==> config.mk <==
export PLATFORM = sky130hd
export DESIGN_NAME = sync_prefix_frame_deframer
export DESIGN_NICKNAME = d
export VERILOG_FILES = /design/src/rtl/spfd_pkg.sv /design/src/rtl/spfd_core.sv /design/src/rtl/sync_prefix_frame_deframer.sv
export SDC_FILE = /design/constraint.sdc
export NUM_CORES = 1
export LEC_CHECK = 0
export BUFFER_PORTS_ARGS = -buffer_cell sky130_fd_sc_hd__buf_2
export CORE_UTILIZATION = 54
export CTS_CLUSTER_DIAMETER = 40
export DETAILED_ROUTE_END_ITERATION = 6
export GPL_TIMING_DRIVEN = 0
export PLACE_DENSITY_LB_ADDON = 0.2
export SYNTH_ARGS = -nofsm -noshare
export SYNTH_HDL_FRONTEND = slang
export SYNTH_SLANG_ARGS = --single-unit
==> constraint.sdc <==
create_clock -name i_clk -period 3.3 [get_ports i_clk]
set_clock_uncertainty 0.15 [all_clocks]
set_input_delay 0.165 -clock i_clk [delete_from_list [all_inputs] [get_ports i_clk]]
set_output_delay 0.165 -clock i_clk [all_outputs]
set_load 0.005 [all_outputs]
==> src/rtl/spfd_pkg.sv <==
// ---------------------------------------------------------------------------
// spfd_pkg - shared types and constants for the sync prefix frame deframer
// Holds the parser phase encoding, the result item layout and the widths
// used by the parser core and the top level.
// ---------------------------------------------------------------------------
`default_nettype none

package spfd_pkg;

    // Number of consecutive sync bytes that open a frame (1 to 16)
    localparam int unsigned PREFIX_LEN = 4;

    // Run counter only has to reach PREFIX_LEN
    localparam int unsigned SYNC_RUN_W = $clog2(PREFIX_LEN + 1);

    localparam int unsigned BYTE_W  = 8;
    localparam int unsigned LEN_W   = 16;
    localparam int unsigned COUNT_W = 32;

    localparam logic [BYTE_W-1:0] SYNC_BYTE_RST = 8'hAA;

    typedef enum logic [1:0] {
        PH_HUNT   = 2'd0,
        PH_LEN_HI = 2'd1,
        PH_LEN_LO = 2'd2,
        PH_BODY   = 2'd3
    } t_phase;

    typedef struct packed {
        logic [BYTE_W-1:0]  payload_byte;
        logic               frame_end;
        logic               checksum_ok;
        logic [COUNT_W-1:0] good_frame_count;
    } t_result;

endpackage : spfd_pkg

`default_nettype wire

==> src/rtl/spfd_core.sv <==
// ---------------------------------------------------------------------------
// spfd_core - frame parser state machine
// Consumes one byte per step: hunts the sync prefix, reads the big-endian
// length, passes payload bytes and checks the XOR checksum at frame end.
// The result for a step is combinational from the current state and byte.
// ---------------------------------------------------------------------------
`default_nettype none

module spfd_core (
    input  wire logic                            i_clk,
    input  wire logic                            i_rst_n,
    input  wire logic                            i_step,
    input  wire logic [spfd_pkg::BYTE_W-1:0]     i_byte,
    input  wire logic [spfd_pkg::BYTE_W-1:0]     i_sync_byte,
    output logic                                 o_res_valid,
    output spfd_pkg::t_result                    o_res
);

    spfd_pkg::t_phase                    r_phase, n_phase;
    logic [spfd_pkg::SYNC_RUN_W-1:0]     r_sync_run, n_sync_run;
    logic [spfd_pkg::BYTE_W-1:0]         r_length_high, n_length_high;
    logic [spfd_pkg::LEN_W-1:0]          r_bytes_left, n_bytes_left;
    logic [spfd_pkg::BYTE_W-1:0]         r_xor_acc, n_xor_acc;
    logic [spfd_pkg::COUNT_W-1:0]        r_good_frames, n_good_frames;

    logic [spfd_pkg::SYNC_RUN_W-1:0]     run_inc;
    logic [spfd_pkg::LEN_W-1:0]          length;
    logic                                ok;

    assign run_inc = r_sync_run + spfd_pkg::SYNC_RUN_W'(1);
    assign length  = {r_length_high, i_byte};
    assign ok      = (r_xor_acc == i_byte);

    always_ff @(posedge i_clk) begin
        if (!i_rst_n) begin
            r_phase       <= spfd_pkg::PH_HUNT;
            r_sync_run    <= '0;
            r_length_high <= '0;
            r_bytes_left  <= '0;
            r_xor_acc     <= '0;
            r_good_frames <= '0;
        end else if (i_step) begin
            r_phase       <= n_phase;
            r_sync_run    <= n_sync_run;
            r_length_high <= n_length_high;
            r_bytes_left  <= n_bytes_left;
            r_xor_acc     <= n_xor_acc;
            r_good_frames <= n_good_frames;
        end
    end

    always_comb begin
        n_phase       = r_phase;
        n_sync_run    = r_sync_run;
        n_length_high = r_length_high;
        n_bytes_left  = r_bytes_left;
        n_xor_acc     = r_xor_acc;
        n_good_frames = r_good_frames;
        o_res_valid   = 1'b0;
        o_res.payload_byte     = '0;
        o_res.frame_end        = 1'b0;
        o_res.checksum_ok      = 1'b0;
        o_res.good_frame_count = r_good_frames;

        case (r_phase)
            spfd_pkg::PH_HUNT: begin
                if (i_byte == i_sync_byte) begin
                    // run never exceeds PREFIX_LEN, so no saturation needed
                    if (run_inc == spfd_pkg::SYNC_RUN_W'(spfd_pkg::PREFIX_LEN)) begin
                        n_phase    = spfd_pkg::PH_LEN_HI;
                        n_sync_run = '0;
                    end else begin
                        n_sync_run = run_inc;
                    end
                end else begin
                    n_sync_run = '0;
                end
            end
            spfd_pkg::PH_LEN_HI: begin
                n_length_high = i_byte;
                n_phase       = spfd_pkg::PH_LEN_LO;
            end
            spfd_pkg::PH_LEN_LO: begin
                n_xor_acc = '0;
                if (length == '0) begin
                    // drop empty frame
                    n_phase      = spfd_pkg::PH_HUNT;
                    n_sync_run   = '0;
                    n_bytes_left = '0;
                end else begin
                    n_bytes_left = length;
                    n_phase      = spfd_pkg::PH_BODY;
                end
            end
            spfd_pkg::PH_BODY: begin
                o_res_valid = 1'b1;
                if (r_bytes_left > spfd_pkg::LEN_W'(1)) begin
                    n_xor_acc          = r_xor_acc ^ i_byte;
                    n_bytes_left       = r_bytes_left - spfd_pkg::LEN_W'(1);
                    o_res.payload_byte = i_byte;
                end else begin
                    if (ok) begin
                        n_good_frames = r_good_frames + spfd_pkg::COUNT_W'(1);
                    end
                    o_res.frame_end        = 1'b1;
                    o_res.checksum_ok      = ok;
                    o_res.good_frame_count = n_good_frames;
                    n_phase      = spfd_pkg::PH_HUNT;
                    n_sync_run   = '0;
                    n_bytes_left = '0;
                    n_xor_acc    = '0;
                end
            end
            default: begin
                n_phase = spfd_pkg::PH_HUNT;
            end
        endcase
    end

endmodule : spfd_core

`default_nettype wire

==> src/rtl/sync_prefix_frame_deframer.sv <==
// ---------------------------------------------------------------------------
// sync_prefix_frame_deframer - sync-word framed byte stream deframer
// Cuts a received byte stream into length-prefixed frames with XOR checksum.
// ---------------------------------------------------------------------------
// Usage:
//   Input channel: i_valid / i_rx_byte, held off by o_stall. One received
//   byte per item. Output channel: o_valid with o_payload_byte, o_frame_end,
//   o_checksum_ok and o_good_frame_count, held off by i_stall.
//   A frame is PREFIX_LEN sync bytes, a 16-bit big-endian length L, L-1
//   payload bytes and one checksum byte. Each payload byte yields one item;
//   the checksum byte yields an end item with the pass flag and the running
//   good-frame count. Prefix, length bytes and empty frames yield nothing.
//   i_cfg_wr_en / i_cfg_wr_data set the sync byte (0xAA after reset); write
//   it only while the block is idle.
// Timing:
//   An accepted item waits in the input register and is parsed from there;
//   its result, if any, is loaded into the result register, which drives
//   the output. Throughput is one item per cycle while the output is not
//   stalled, set by the combinational parser step between the two registers.
// Reset and stall:
//   Reset empties both registers, returns the parser to prefix hunt and
//   clears the good-frame count. While i_stall holds a result, the input
//   register fills once and then o_stall rises; nothing is lost.
// ---------------------------------------------------------------------------
`default_nettype none

module sync_prefix_frame_deframer (
    input  wire logic                            i_clk,
    input  wire logic                            i_rst_n,
    input  wire logic                            i_valid,
    output logic                                 o_stall,
    input  wire logic [spfd_pkg::BYTE_W-1:0]     i_rx_byte,
    output logic                                 o_valid,
    input  wire logic                            i_stall,
    output logic [spfd_pkg::BYTE_W-1:0]          o_payload_byte,
    output logic                                 o_frame_end,
    output logic                                 o_checksum_ok,
    output logic [spfd_pkg::COUNT_W-1:0]         o_good_frame_count,
    input  wire logic                            i_cfg_wr_en,
    input  wire logic [spfd_pkg::BYTE_W-1:0]     i_cfg_wr_data
);

    logic                            r_sync_byte_vld;
    logic [spfd_pkg::BYTE_W-1:0]     r_sync_byte;
    logic                            r_in_valid;
    logic [spfd_pkg::BYTE_W-1:0]     r_in_byte;
    logic                            r_out_valid;
    spfd_pkg::t_result               r_out;

    logic                            out_free;
    logic                            step;
    logic                            res_valid;
    spfd_pkg::t_result               res;

    assign out_free = !r_out_valid || !i_stall;
    assign step     = r_in_valid && out_free;
    assign o_stall  = r_in_valid && !out_free;

    // Sync byte register; r_sync_byte_vld marks it written since reset
    always_ff @(posedge i_clk) begin
        if (!i_rst_n) begin
            r_sync_byte_vld <= 1'b0;
            r_sync_byte     <= spfd_pkg::SYNC_BYTE_RST;
        end else if (i_cfg_wr_en) begin
            r_sync_byte_vld <= 1'b1;
            r_sync_byte     <= i_cfg_wr_data;
        end
    end

    // Input register
    always_ff @(posedge i_clk) begin
        if (!i_rst_n) begin
            r_in_valid <= 1'b0;
        end else if (!o_stall) begin
            r_in_valid <= i_valid;
        end
    end

    always_ff @(posedge i_clk) begin
        if (i_valid && !o_stall) begin
            r_in_byte <= i_rx_byte;
        end
    end

    spfd_core u_core (
        .i_clk       (i_clk),
        .i_rst_n     (i_rst_n),
        .i_step      (step),
        .i_byte      (r_in_byte),
        .i_sync_byte (r_sync_byte_vld ? r_sync_byte : spfd_pkg::SYNC_BYTE_RST),
        .o_res_valid (res_valid),
        .o_res       (res)
    );

    // Result register: load when empty or being taken
    always_ff @(posedge i_clk) begin
        if (!i_rst_n) begin
            r_out_valid <= 1'b0;
        end else if (out_free) begin
            r_out_valid <= step && res_valid;
        end
    end

    always_ff @(posedge i_clk) begin
        if (step && res_valid) begin
            r_out <= res;
        end
    end

    assign o_valid            = r_out_valid;
    assign o_payload_byte     = r_out.payload_byte;
    assign o_frame_end        = r_out.frame_end;
    assign o_checksum_ok      = r_out.checksum_ok;
    assign o_good_frame_count = r_out.good_frame_count;

endmodule : sync_prefix_frame_deframer

`default_nettype wire

== Word level (Yosys, flattened, before mapping) ==
Index checks and enable logic that the tools add are counted.

* Bits of input ports: 21
* Logic and storage cells: 72
* Bits in registers: 130

* Multiplexer cells: 20
* Eq/ne operators: 10
* Add/sub/neg operators: 3
* $lt $le $gt $ge: 1
* Bitwise operators: 3
* Reductions and logical operators: 20

{| class="wikitable"
|+ Operators by type and width
! operator !! count
|-
| 32-bit 2-to-1 mux || 2
|-
| 34-bit 2-to-1 mux || 1
|-
| 32-bit by 1-bit adder with 32-bit output (second input constant) || 1
|-
| 16-bit 2-to-1 mux || 2
|-
| 16-bit case mux with 2 select lines || 1
|-
| 8-bit == test || 2
|-
| 16-bit by 1-bit greater-than comparator with 1-bit output (second input constant) || 1
|-
| 16-bit zero test || 1
|-
| 8-bit 2-to-1 mux || 2
|-
| 8-bit case mux with 2 select lines || 1
|-
| 16-bit by 1-bit subtractor with 16-bit output (second input constant) || 1
|-
| 3-bit 2-to-1 mux || 4
|-
| 3-bit case mux with 3 select lines || 1
|-
| 2-bit 2-to-1 mux || 4
|-
| 2-bit case mux with 4 select lines || 1
|-
| 4-bit AND reduction || 2
|-
| 8-bit XOR || 1
|-
| 2-bit by 1-bit != test with 1-bit output (second input constant) || 3
|-
| 2-bit AND reduction || 3
|-
| 2-bit == test (second input constant) || 2
|-
| 1-bit logical AND || 4
|-
| 1-bit zero test || 4
|-
| 3-bit by 1-bit adder with 3-bit output (second input constant) || 1
|-
| 3-bit == test (second input constant) || 1
|-
| other kinds (10) || 11
|}

== Longest topological paths before layout ==
Gate-level depths: netlist (run 1).

* Word-level depth: 6
* Gate-level depth with buffers: 10

== Hierarchy ==
Synthesis (run 1) repeated with hierarchy kept, for this count alone.

* Cells, all modules: 661
* Area total of the unflattened synthesis: 6,241.0 um^2

{| class="wikitable"
|+ By module, submodules not included
! module !! cells each !! sequential area each (um^2) !! area each (um^2) !! times used
|-
| spfd_core || 565 || 1,381.3 || 4,279.1 || 1
|-
| sync_prefix_frame_deframer || 96 || 1,721.7 || 1,961.9 || 1
|}

== Least setup slack after synthesis (run 1) ==
OpenSTA, ideal clock, no wires.

* Path kind: register -> register
* Start: reg r_out_valid, in the netlist o_valid
* End: reg u_core.r_good_frames[27] in the netlist's numbering
* Arrival: 2.818 ns
* Path buffers: 2
* Setup slack: 0.200 ns
* Cell stages (with the launch flop): 10
* Setup time: 0.132 ns
* Required time: 3.018 ns
* Period minus slack after synthesis: 3.100 ns
* Cell sequence: dfxtp_1 -> a21boi_2 -> and2_0 -> nand2_1 -> inv_1 -> nand3_1 -> clkbuf_1 -> clkbuf_1 -> o31ai_1 -> a21oi_1

* Cells in the longest elaborated chain, start to end: 4

{| class="wikitable"
|+ Ends and longest elaborated chain
! element !! RTL line !! RTL
|-
| start: declaration || sync_prefix_frame_deframer.sv:47 || <nowiki>logic r_out_valid;</nowiki>
|-
| start signal: assignment || sync_prefix_frame_deframer.sv:100 || <nowiki>r_out_valid <= step && res_valid;</nowiki>
|-
| 1-bit zero test || sync_prefix_frame_deframer.sv:55 || <nowiki>assign out_free = !r_out_valid || !i_stall;</nowiki>
|-
| 1-bit logical OR || sync_prefix_frame_deframer.sv:55 ||
|-
| 1-bit logical AND || sync_prefix_frame_deframer.sv:56 || <nowiki>assign step = r_in_valid && out_free;</nowiki>
|-
| 3-bit AND reduction (no line) || -- ||
|-
| end signal: assignment || spfd_core.sv:48 || <nowiki>r_good_frames <= n_good_frames;</nowiki>
|-
| end: declaration || spfd_core.sv:24 || <nowiki>logic [spfd_pkg::COUNT_W-1:0] r_good_frames, n_good_frames;</nowiki>
|}

Every way passes these cells.
A chain may end at the register's enable or synchronous reset.

== Worst setup path after layout (run 1) ==
* Start: reg u_core.r_bytes_left[11] in the netlist's numbering
* End: reg u_core.r_good_frames[9] in the netlist's numbering

* Cells in the longest elaborated chain, start to end: 3

{| class="wikitable"
|+ Ends and longest elaborated chain
! element !! RTL line !! RTL
|-
| start: declaration || spfd_core.sv:22 || <nowiki>logic [spfd_pkg::LEN_W-1:0] r_bytes_left, n_bytes_left;</nowiki>
|-
| start signal: assignment || spfd_core.sv:46 || <nowiki>r_bytes_left <= n_bytes_left;</nowiki>
|-
| 16-bit by 1-bit greater-than comparator with 1-bit output || spfd_core.sv:97 || <nowiki>if (r_bytes_left > spfd_pkg::LEN_W'(1)) begin</nowiki>
|-
| 1-bit NOT (no line) || -- ||
|-
| 3-bit AND reduction (no line) || -- ||
|}

Every way passes these cells.

==> results.json, run 1 <==
{
  "worst-setup-path-type": "reg -> reg",
  "drv_cap": 0,
  "drive_above_1_share": 0.164,
  "num_vias": 6056,
  "crit_arrival_ns": 3.27,
  "fin_setup_tns_ns": 0,
  "global_route_wire_length_before_repair_mm": 29.3,
  "syn_to_final_growth_pct": 20.5,
  "first_global_vias": 5793,
  "ir_drop_mv": 0.345,
  "grt_setup_unrepaired": "false",
  "cts-htree-levels": 4,
  "initial_core_util": 0.554,
  "cts_inserted_buffers": 17,
  "hold_path_startpoint": "i_cfg_wr_en",
  "final_antenna_violating_net_count": 0,
  "final.period_utilization": 0.951,
  "critical_path_required_ns": 3.43,
  "maxSlewViolCount": 0,
  "postSynthNetCount": 731,
  "synthesis.area_um2": 6680,
  "num_antenna_cells": 0,
  "die_width_um": 113,
  "regToRegStartpoint": "u_core.r_bytes_left[11]",
  "globalRouteTotalUtil": 0.296,
  "numPlacedInstances": 936,
  "floorplan.core_area_um2": 12100,
  "comb_power_share": 0.041,
  "post-route-min-period_ns": 3.14,
  "row_count": 40,
  "switching_share": 0.217,
  "synth-main-ff-cell": "dfxtp_1",
  "yosys.cell_types.count": 61,
  "r2r_end": "u_core.r_good_frames[9]",
  "synth.ff_latch_count": 130,
  "buffer_ports.inserted": 63,
  "r2r_slack_ns": 0.16,
  "holdPathEnd": "r_sync_byte_vld",
  "cp-start-kind": "flip-flop",
  "totalPowerFinal_mw": 3.75,
  "antenna_found_initial": 0,
  "path_max_fanout": 10,
  "place.detailed.hpwl_mm": 12.8,
  "synth_seq_area_share": 0.464,
  "setup_violations": 0,
  "status": "completed",
  "synth_common_cells": "dfxtp_1 (80), nor2_1 (62), nand2_1 (61), edfxtp_1 (50), clkbuf_1 (39)",
  "via_density": 6.14,
  "finalNetCount": 832,
  "layout.cells.non_filler": 987,
  "clkSlewWorstSetupHoldPaths_ns": 0.06,
  "num_ports": 65,
  "worst_skew_pair.late_latency_ns": 0.43,
  "timing.hold.worst_path_depth": 3,
  "fmax_mhz": 318,
  "wire_per_inst_um": 18.5,
  "worst_slew_pin_slew_ns": 0.952,
  "root_buffer": "clkbuf_16",
  "critical_path.endpoint_type": "flip-flop",
  "p_int_mw": 2.94,
  "place.gp.congestion": 0.897,
  "reg2regPathDepth": 6,
  "synth_top_area_share": 0.240,
  "drt_first_pass_iters": 5,
  "synthMostInstantiatedCell": "dfxtp_1",
  "utilization": 0.668,
  "dieHeight_um": 113,
  "drt-initial-drc-count": 553,
  "power-per-cell-area_nw_per_um2": 466,
  "netlist_instances": 705,
  "seq_power_share": 0.451,
  "max-slew-margin-rel": 0.360,
  "clock_power_share": 0.508,
  "synth_top_area_cell": "dfxtp_1",
  "edff_count_synth": 50,
  "p_sw_mw": 0.815,
  "clock_tree.buffer_depth": 2,
  "synth.yosys.warnings": 0,
  "gr-total-overflow": 0,
  "cts_num_sinks": 130,
  "postSynthAreaPerCell_um2": 9.48,
  "synth.top_cells.by_area": "dfxtp_1 (24%), edfxtp_1 (22%), xor2_1 (4.7%), nor4_2 (4.1%), nor2_1 (3.5%)",
  "hold_violations": 0,
  "cts_setup_buffers": 0,
  "totalWireLength_mm": 18.3,
  "remaining_drc_errors": 0,
  "worst_hold_slack_ns": 0.130,
  "die_area_um2": 12800,
  "power.static_leakage_nw": 3.08,
  "tritoncts_clock_tree": "built",
  "async_flop_share": 0,
  "grt_max_degree": 44,
  "min_path_type": "in -> reg"
}
==> critical path: stages, from the launching register on <==
cell	delay [ns]
dfxtp_1	0.38
nor4_2	0.86
nand4_1	0.49
clkbuf_1	0.36
clkbuf_1	0.30
o31ai_1	0.33
a21oi_1	0.12
==> final cells by class <==
cell class                 instances  area, um2
buffer                            46        185
clock buffer                      19        443
clock inverter                    13        161
fill                             976       4010
inverter                          25        120
multi-input combinational        504       3320
sequential                       130       3100
tap                              168        210
timing repair buffer              82        505
==> worst max path at each step <==
stage               cells after the start                        to                    start  slack, ns
global route                           11   u_core.r_good_frames[9]                  i_stall      0.006
CTS                                     7    o_good_frame_count[26]             r_in_byte[6]       0.02
detailed placement                      9   u_core.r_good_frames[9]                  o_valid      -0.47
floorplan                               9  u_core.r_good_frames[27]                  o_valid       0.20
finish                                  6   u_core.r_good_frames[9]  u_core.r_bytes_left[11]       0.16
global placement                        9  u_core.r_good_frames[27]                  o_valid      -0.95
==> sequential cells by signal, summed over array words and instances, names as in the netlist, 2 cells and up <==
register,count
o_good_frame_count,32
o_payload_byte,8
r_in_byte,8
r_sync_byte,8
u_core.r_bytes_left,16
u_core.r_good_frames,32
u_core.r_length_high,8
u_core.r_phase,2
u_core.r_sync_run,3
u_core.r_xor_acc,8
==> repair_timing <==
item	in CTS	in global routing
gates resized for setup	6	4
endpoints found under the hold margin	20	0
setup endpoints to repair	12	41
hold buffers	19	0
cloned	0	0
==> stage by stage <==
stage	worst slack, ns	instance area, um2
CTS	0.0164	8030
floorplan	0.200	6680
finish	0.160	8050
detailed placement	-0.473	7210
global placement	-0.947	7210
global route	0.00574	8050
==> power by group through the flow <==
stage | sequential, mW | combinational (mW) | clock (mW)
after global placement | 1.72 | 0.126 | 0
after floorplan | 1.72 | 0.0840 | 0
after global routing | 1.69 | 0.167 | 1.99
after CTS | 1.69 | 0.148 | 1.92
after detailed placement | 1.73 | 0.130 | 0
final | 1.69 | 0.154 | 1.91
==> cells in the final DEF, fill, tap and decap left out, drive strengths merged, types with 17 or more instances in the layout <==
master        n
dfxtp        80
buf          70
nor2         62
nand2        61
clkbuf       58
edfxtp       50
nor4         42
xor2         36
a21oi        32
nand3        30
o21ai        26
inv          24
mux2i        23
or4          21
dlygate4sd3  19
nand2b       17
==> cell families (layout without fill, tap and decap cells) <==
group | Yosys count | count (layout) | synth area share
adders and majority gates | 5 | 5 | 0.00936
DFF | 130 | 130 | 0.464
muxes | 23 | 23 | 0.0344
buffers and inverters | 71 | 185 | 0.0417
AOI/OAI and AO/OA | 132 | 132 | 0.134
xor gates and xnor gates | 47 | 47 | 0.0616
and+or+nand+nor | 297 | 297 | 0.254
==> per-layer routing <==
layer  track usage  vias to the layer above  wire, um
met4         0.133                        0       449
met3        0.0611                       39      1140
met1         0.375                     2932      7810
met5             0                        -         0
li1              -                     2826         -
met2         0.489                      259      8900
No activity file was read; power rests on OpenSTA's default activity.
==> run 2: changes to the inputs <==
--- a/config.mk
+++ b/config.mk
@@ -6,7 +6,7 @@
 export NUM_CORES = 1
 export LEC_CHECK = 0
 export BUFFER_PORTS_ARGS = -buffer_cell sky130_fd_sc_hd__buf_2
-export CORE_UTILIZATION = 54
+export CORE_UTILIZATION = 45
 export CTS_CLUSTER_DIAMETER = 40
 export DETAILED_ROUTE_END_ITERATION = 6
 export GPL_TIMING_DRIVEN = 0
==> run 2 against run 1 <==
Critical path depth rose by 5. Die area rose by 20%. Via count shrank 0.43%. Critical endpoint is now u_core.r_good_frames[23]. Sequential power barely moved. Sequential share of layout area is 0.14 points lower. Clock power is essentially flat. Wire length up 0.39%.
==> results.json, run 2 (synthesis gave the netlist of run 1 again) <==
{
  "ir_drop_mv": 0.323,
  "tritoncts_clock_tree": "built",
  "gr-total-overflow": 0,
  "drt_first_pass_iters": 5,
  "power-per-cell-area_nw_per_um2": 469,
  "cp-start-kind": "input pin",
  "final_critical_path_setup_slack_ns": 0.160,
  "area.sequential_um2": 3100,
  "multiInputGateArea_um2": 3320,
  "globalRouteTotalUtil": 0.256,
  "cts-htree-levels": 4,
  "die_width_um": 124,
  "p_int_mw": 2.96,
  "most_common_cell_after_layout_fill_and_taps_aside": "dfxtp_1",
  "finalNetCount": 832,
  "remaining_drc_errors": 0,
  "critical_path.endpoint_type": "flip-flop",
  "worst_skew_pair.late_latency_ns": 0.42,
  "fillerInstances": 1285,
  "drt-initial-drc-count": 544,
  "via_density": 6.01,
  "cts_setup_buffers": 0,
  "row_count": 44,
  "num_ports": 65,
  "setup_violations": 0,
  "cts_inserted_buffers": 17,
  "die_area_um2": 15300,
  "first_global_vias": 5793,
  "num_vias": 6030,
  "power.static_leakage_nw": 3.09,
  "floorplan.core_area_um2": 14500,
  "worst_hold_slack_ns": 0.132,
  "clock_power_share": 0.513,
  "timing.hold.worst_path_depth": 3,
  "critical_path_required_ns": 3.42,
  "place.gp.congestion": 0.902,
  "clkSlewWorstSetupHoldPaths_ns": 0.06,
  "switching_share": 0.219,
  "initial_core_util": 0.460,
  "max-slew-margin-rel": 0.455,
  "final.period_utilization": 0.951,
  "fmax_mhz": 318,
  "grt_setup_unrepaired": "false",
  "maxSlewViolCount": 0,
  "seq_power_share": 0.446,
  "post_placement_setup_slack_ns": -0.543,
  "status": "completed",
  "comb_power_share": 0.041,
  "cts_num_sinks": 130,
  "grt_max_degree": 44,
  "crit_arrival_ns": 3.26,
  "place.detailed.hpwl_mm": 12.8,
  "wire_per_inst_um": 18.3,
  "p_sw_mw": 0.832,
  "buffer_ports.inserted": 63,
  "antenna_found_initial": 0,
  "path_max_fanout": 43,
  "worst-setup-path-type": "in -> reg",
  "totalWireLength_mm": 18.4,
  "layout.cells.most_common_list": "dfxtp_1 (80), buf_2 (67), nor2_1 (62)",
  "final_antenna_violating_net_count": 0,
  "reg2regPathDepth": 7,
  "drive_above_1_share": 0.165,
  "syn_to_final_growth_pct": 20.9,
  "drv_cap": 0,
  "global_route_wire_length_before_repair_mm": 29.6,
  "num_antenna_cells": 0,
  "min_path_type": "in -> reg",
  "clock_tree.buffer_depth": 2,
  "worst_slew_pin_slew_ns": 0.807,
  "hold_violations": 0,
  "post-route-min-period_ns": 3.14,
  "root_buffer": "clkbuf_16",
  "dieHeight_um": 124
}
-- run 2: timing repair --
item | in CTS | in global routing
setup endpoints to repair | 19 | 11
hold buffers | 19 | 0
pin swaps | 0 | 0
endpoints found under the hold margin | 20 | 0
gates resized for setup | 8 | 4
-- run 2: critical path, cell delays in order --
cell	delay [ns]
dlygate4sd3_1	0.53
buf_2	0.16
a21boi_4	0.28
and2_1	0.34
nand2_2	0.24
bufinv_16	0.37
nand3_1	0.20
clkbuf_1	0.29
clkbuf_1	0.30
o31ai_1	0.27
a21oi_1	0.10
-- run 2: final timing paths --
kind	startpoint	endpoint	slack, ns
max	i_stall	u_core.r_good_frames[23]	0.16
min reg2reg	u_core.r_bytes_left[10]	u_core.r_bytes_left[10]	0.33
min	i_cfg_wr_en	r_sync_byte[1]	0.13
max reg2reg	r_in_byte[6]	o_good_frame_count[28]	0.23
-- run 2: power groups by stage --
stage / clock network (mW) / registers [mW] / logic, mW
after floorplan: 0 / 1.72 / 0.0840
after global placement: 0 / 1.72 / 0.130
after detailed placement: 0 / 1.72 / 0.132
after CTS: 1.96 / 1.69 / 0.152
after global routing: 2.04 / 1.69 / 0.167
final: 1.94 / 1.69 / 0.156
-- run 2: metal layers --
layer,routed length (um),vias up,share of wire,global-route usage
met1,7970,2912,0.43,0.323
met4,376,0,0.020,0.0904
met2,8900,258,0.48,0.428
met5,0,-,0,0
li1,-,2821,-,-
met3,1130,39,0.061,0.0586
-- run 2: stage by stage --
stage / cells / TNS [ns] / power [mW] / util / area (um2)
final: 1003 / 0 / 3.79 / 0.556 / 8080
after floorplan: 705 / 0 / 1.80 / - / 6680
after global routing: 1003 / 0 / 3.90 / 0.556 / 8080
after CTS: 1003 / 0 / 3.81 / 0.555 / 8070
after global placement: 952 / -13.44 / 1.85 / 0.497 / 7230
after detailed placement: 952 / -5.74 / 1.86 / 0.497 / 7230
-- run 2: area by class of cell --
type / instances / area share
clock inverters: 12 / 0.0192
multi-input cells: 504 / 0.411
well taps: 184 / 0.0285
repair buffers: 82 / 0.0625
clock buffers: 20 / 0.0565
flip-flops and latches: 130 / 0.384
plain buffers: 46 / 0.0231
inverters: 25 / 0.0149
